--- src/damped_jacobi_stencil_sweep_defines.svh ---
// Assertion macros shared by the stencil sweep RTL.
`ifndef DAMPED_JACOBI_STENCIL_SWEEP_DEFINES_SVH
`define DAMPED_JACOBI_STENCIL_SWEEP_DEFINES_SVH

// Same-cycle implication, checked outside reset.
`define DSJ_ASSERT_IMPLY(label, clk, rst_n, ante, cons, msg) \
  label: assert property (@(posedge clk) disable iff (!rst_n) (ante) |-> (cons)) \
    else $error(msg);

// Next-cycle implication, checked outside reset.
`define DSJ_ASSERT_NEXT(label, clk, rst_n, ante, cons, msg) \
  label: assert property (@(posedge clk) disable iff (!rst_n) (ante) |=> (cons)) \
    else $error(msg);

`endif

--- src/dsj_pkg.sv ---
package dsj_pkg;

  localparam int MAX_EDGE   = 1024;
  localparam int DATA_WIDTH = 32;
  localparam int FRAC_BITS  = 28;
  localparam int ADDR_W     = $clog2(MAX_EDGE);
  localparam int EDGE_W     = 11;
  localparam int GAIN_W     = 29;
  localparam int CFG_DATA_W = 29;
  localparam int CFG_IDX_W  = 2;
  localparam int IDX_W      = 10;
  localparam int WIN_CELLS  = 2;

  localparam logic [EDGE_W-1:0] EDGE_RESET     = EDGE_W'(514);
  localparam logic [GAIN_W-1:0] NBR_GAIN_RESET = GAIN_W'(65472062);
  localparam logic [GAIN_W-1:0] OLD_GAIN_RESET = GAIN_W'(6547206);
  localparam logic [EDGE_W-1:0] EDGE_MIN       = EDGE_W'(3);
  localparam logic [EDGE_W-1:0] EDGE_MAX       = EDGE_W'(MAX_EDGE);

  typedef enum logic [CFG_IDX_W-1:0] {
    CFG_EDGE_LENGTH   = 2'd0,
    CFG_NEIGHBOR_GAIN = 2'd1,
    CFG_OLD_GAIN      = 2'd2
  } cfg_index_e;

  typedef struct packed {
    logic signed [DATA_WIDTH-1:0] estimate_value;
    logic signed [DATA_WIDTH-1:0] source_value;
    logic signed [DATA_WIDTH-1:0] previous_value;
    logic                         frame_end;
  } in_item_t;

  typedef struct packed {
    logic signed [DATA_WIDTH-1:0] relaxed_value;
    logic [IDX_W-1:0]             row_index;
    logic [IDX_W-1:0]             column_index;
    logic                         last_result;
  } out_item_t;

  // One column of the stencil window: rows r-2, r-1 and r.
  typedef struct packed {
    logic signed [DATA_WIDTH-1:0] up;
    logic signed [DATA_WIDTH-1:0] mid;
    logic signed [DATA_WIDTH-1:0] down;
  } column_t;

endpackage

--- src/dsj_window_cell.sv ---
module dsj_window_cell (
  input  logic             clk_i,
  input  logic             rst_ni,
  input  logic             shift_i,
  input  dsj_pkg::column_t col_i,
  output dsj_pkg::column_t col_o
);
  import dsj_pkg::*;

  column_t col_q;

  // Take the neighbor's column on every window shift.
  always_ff @(posedge clk_i or negedge rst_ni) begin
    if (!rst_ni) begin
      col_q <= '0;
    end else if (shift_i) begin
      col_q <= col_i;
    end
  end

  assign col_o = col_q;

endmodule

--- config.mk ---
export PLATFORM = sky130hd
export DESIGN_NAME = dsj_window_cell
export DESIGN_NICKNAME = d
export VERILOG_FILES = /design/src/damped_jacobi_stencil_sweep_defines.svh /design/src/dsj_pkg.sv /design/src/dsj_window_cell.sv
export SDC_FILE = /design/constraint.sdc
export NUM_CORES = 1
export LEC_CHECK = 0
export BUFFER_PORTS_ARGS = -buffer_cell sky130_fd_sc_hd__buf_2
export CORE_ASPECT_RATIO = 1.5
export CORE_MARGIN = 4
export CORE_UTILIZATION = 45
export DETAILED_ROUTE_END_ITERATION = 12
export GPL_TIMING_DRIVEN = 0
export PLACE_DENSITY = 0.8
export SKIP_LAST_GASP = 1
export SLEW_MARGIN = 20
export SYNTH_ARGS = -nofsm -noshare
export SYNTH_HDL_FRONTEND = slang
export SYNTH_SLANG_ARGS = --single-unit
--- constraint.sdc ---
create_clock -name clk_i -period 0.9 [get_ports clk_i]
set_input_delay 0.09 -clock clk_i [delete_from_list [all_inputs] [get_ports clk_i]]
set_output_delay 0.09 -clock clk_i [all_outputs]
set_load 0.05 [all_outputs]
==> results.md <==
Min path:
- The tightest min-delay check is of the input pin to asynchronous set/reset pin type.

Layout:
- The count of cells in the finished layout, fillers not included, comes to 638.
- In the final design database the tool counted 627 nets.
- The post-layout utilization of the core is between 80% and 90%.
- Relative to the synthesized area, the layout overhead comes to 88.6%.
- The fraction of layout instances using a drive strength above 1 is 82.1%.
- The area of all placed cells without fillers is 0.00710 sq mm.
- Fill cells in the final layout number 340.
- The flip-flop count of the largest register after layout is 96.

Floorplan:
- The number of placement rows is 40.
- The floorplan step defined a die boundary enclosing 0.00992 sq mm.
- The die boundary height is 120 um.
- The width of the chip is 82.7 um.
- The initial core utilization is 46.4%.
- The I/O pin total is 195.
- The core region is 0.00811 sq mm.

Clock network:
- The H-tree was split into 3 levels.
- For the worst-skew pair, the clock arrives at the later sink with an insertion delay of approximately 0.33 ns.
- The number of buffers inserted during clock tree synthesis is 9.
- The number of sinks driven by the clock tree is 96.
- The tree is rooted in a sky130_fd_sc_hd__clkbuf_16.
- TritonCTS built the clock tree.
- Clock-pin slew was measured on the worst setup and hold paths at 0.06 ns.
- No sink is reached through more buffers than the 2 on the longest clock path.
- After clock tree synthesis, the flow added hold-fix buffers numbering 94.

Timing:
- The actual slew at the worst max-slew pin is 0.683 ns.
- The count of final max-slew check failures came to 0.
- Setup repair after global routing could not meet its margin everywhere.
- The least setup slack across all paths after layout is -0.118 ns.
- The worst path uses 113% of the clock period.
- The final hold slack is -0.212 ns.
- The shortest period the worst path allows is about 1.0 ns.
- The number of failing hold endpoints at the final stage is slightly above 50.
- Setup violations remaining at the end of the flow were counted as 122.
- The upper clock frequency limit is 0.982 GHz.
- In this run the tightest slew margin relative to its limit is 54.5%.
- The clock skew after layout is 0 ns.

Global route:
- The total congestion overflow after global routing is 0.
- The combined global-route utilization of all metal layers is 26.1%.
- The via count of the first global-routing pass is 3532.
- The maximum number of pins on one net before global-route repair is 53.
- The initial antenna violation count is 1.
- The wire length of the first global-routing pass is 18.9 mm.

Logic synthesis:
- A synthesized cell averages 18.5 sq um.
- The largest area contributor in the synthesized netlist is sky130_fd_sc_hd__dfrtp_1.
- Counting instances in the post-synthesis netlist gives the leading cell types as 96 x sky130_fd_sc_hd__dfrtp_1, 56 x sky130_fd_sc_hd__mux2_2, 40 x sky130_fd_sc_hd__mux2_4.
- In this run the biggest area consumer among cell types represents a little under two thirds of the synthesized area.
- The number of nets produced by synthesis is 302.
- In the post-synthesis netlist, the biggest area contributors are sky130_fd_sc_hd__dfrtp_1 64%, sky130_fd_sc_hd__mux2_2 17%, sky130_fd_sc_hd__mux2_4 16%, sky130_fd_sc_hd__buf_12 2.1%, sky130_fd_sc_hd__buf_2 0.66%.
- For this run, asynchronously set or reset flops after synthesis account for 100%.
- The count of cell types in the netlist is 7.
- The most used flip-flop cell after synthesis is sky130_fd_sc_hd__dfrtp_1.
- The number of enable-type register cells in the synthesized netlist is 0.
- The number of warning messages in the yosys log is 0.
- Sequential elements use 63.8% of the synthesized area.
- The count of mapped cells out of synthesis is 203.
- The dominant cell by count in the synthesized netlist is sky130_fd_sc_hd__dfrtp_1.
- The cell area after synthesis is 0.00376 sq mm.
- After synthesis the netlist holds a flip-flop and latch count of 96.

Setup path:
- The kind of start point of the critical path is a flop.
- The path depth of the worst reg2reg path is 2.
- The first element of the critical path is col_o[48]$_DFFE_PN0P_.
- The critical path goes through buf_8.
- The critical register-to-register path endpoint is col_o[88]$_DFFE_PN0P_.
- The setup slack of the most critical reg-to-reg path is -0.06 ns.
- The cell type of the slowest stage on the worst timing path is sky130_fd_sc_hd__dfrtp_2.
- Following the worst setup path forward leads to its endpoint at col_o[48].
- Among cell families on the critical path, the largest total delay comes from flip-flops.
- The critical-path maximum fanout is 2.
- The startpoint identified for the worst register-to-register timing path is col_o[88]$_DFFE_PN0P_.
- The delay of the slowest cell on the worst path is 0.43 ns.
- The startpoint-to-endpoint class of the critical path is flop to primary output.
- The buffering stage count on the worst path with inverters included is 1.
- The worst path arrival time is 0.93 ns.
- The type of destination of the critical path is a primary output.
- The data required time at the worst endpoint is approximately 0.8 ns.
- The number of gates on the worst path with buffers counted is 1.

Route:
- The total iterations of the first detailed-routing run is 4.
- The number of DRC violations after detailed-routing iteration 0 is 77.
- The final wirelength is 13.3 mm.
- Dividing the detail-routed via count by the number of cells gives 4.81.
- After detailed routing, the average wire length per cell comes to 20.9 um.
- After detailed routing, the number of remaining DRC violations is 0.
- The count of vias placed by the detailed router is 3068.
- Once detail routing completed, the nets flagged for antenna violations numbered 0.

Power:
- Combinational cells account for 32.6% of the total power.
- The total power divided by cell area is 1880 mW/mm^2.
- The internal power is 9.02 mW.
- The leakage power of the design is 3.31 nW.
- Sequential cells account for 39.1% of the total power.
- The design draws approximately 13 mW.
- The maximum ir drop on the vdd rail is around 1.4 mV.
- The reported net switching power is about 4.3 mW.
- The switching part of the total is 32.3%.
- Of the total power, the clock network draws between 20% and 30%.

Place:
- In this run, placement finished with an instance count of approximately 500.
- The HPWL after detailed placement is 6.40 mm.
- The count of buffers inserted at the top-level ports is 193.
- The placed instances occupy a cell area of 0.00500 sq mm.
- At the end of routability-driven placement, the weighted congestion stood at 0.723.
- Prior to clock tree synthesis, the placed netlist has a worst setup slack of -0.0820 ns.

Run status:
- The checks that failed: negative hold slack, negative setup slack.
- The flow ran to the end, but the final reports show violations.

Flow run:
- Max-cap violations in this run came to 0.
[power groups by stage]
stage / registers, mW / logic (mW) / clock network, mW
5_1_grt: 5.25 / 4.51 / 4.00
3_3_place_gp: 5.09 / 3.08 / 0
6_report: 5.20 / 4.34 / 3.77
3_5_place_dp: 5.11 / 3.14 / 0
2_1_floorplan: 6.68 / 0.686 / 0
4_1_cts: 5.15 / 4.08 / 3.79
[how the worst min path moves through the flow]
stage	start	to	slack (ns)	cells after the start
6_report	rst_ni	col_o[23]$_DFFE_PN0P_	-0.21	1
5_1_grt	rst_ni	col_o[23]$_DFFE_PN0P_	-0.16	1
4_1_cts	rst_ni	col_o[65]$_DFFE_PN0P_	-0.20	1
3_5_place_dp	rst_ni	col_o[65]$_DFFE_PN0P_	0.16	1
3_3_place_gp	col_i[35]	col_o[35]$_DFFE_PN0P_	0.32	2
2_1_floorplan	rst_ni	col_o[0]$_DFFE_PN0P_	-0.21	0
[cell type report]
cell class                      instances  area [sq um]  area share (%)
Clock buffer                           11           243            3.42
Tap cell                              105           131            1.85
Multi-Input combinational cell         96          1230            17.3
Buffer                                 11           131            1.85
Timing Repair Buffer                  314          2790            39.3
Clock inverter                          4          45.0           0.634
Antenna cell                            1          2.50          0.0352
Sequential cell                        96          2520            35.5
[timing repair]
action	CTS	global route
gates resized for setup	198	12
endpoints found under the hold margin	145	51
pin swaps	0	0
setup buffers	8	18
setup endpoints to repair	96	104
[through the flow]
stage | setup TNS [ns] | hold slack [ns]
final | -9.75 | -0.212
after global routing | -12.43 | -0.159
after CTS | -9.69 | -0.203
after detailed placement | -4.14 | 0.159
after global placement | -121.16 | 0.321
after floorplan | -0.510 | -0.206
[per-layer routing]
layer	up-vias	share of wire (%)	track usage (%)
met5	-	0	0
met4	0	3.1	7.16
met3	29	6.7	6.83
met2	141	57	49.9
met1	1531	33	26.8
li1	1367	-	-
[logic make-up (layout without fill, tap and decap cells)]
| family | after synthesis | in the layout | share of synthesized area [%] |
|---|---|---|---|
| other | 0 | 1 | 0 |
| flip-flops | 96 | 96 | 63.8 |
| multiplexers | 96 | 96 | 32.7 |
| buffers and inverters | 11 | 340 | 3.49 |
[layout by cell type, fill, tap and decap left out, types with 3 or more instances in the layout]
| cell type | n |
|---|---|
| sky130_fd_sc_hd__buf_2 | 101 |
| sky130_fd_sc_hd__dfrtp_2 | 96 |
| sky130_fd_sc_hd__dlygate4sd3_1 | 94 |
| sky130_fd_sc_hd__buf_6 | 89 |
| sky130_fd_sc_hd__mux2_2 | 56 |
| sky130_fd_sc_hd__mux2_4 | 40 |
| sky130_fd_sc_hd__buf_4 | 22 |
| sky130_fd_sc_hd__buf_8 | 14 |
| sky130_fd_sc_hd__clkbuf_16 | 9 |
| sky130_fd_sc_hd__buf_12 | 5 |
| sky130_fd_sc_hd__clkinv_2 | 3 |
Power figures use the tool's default switching activity.
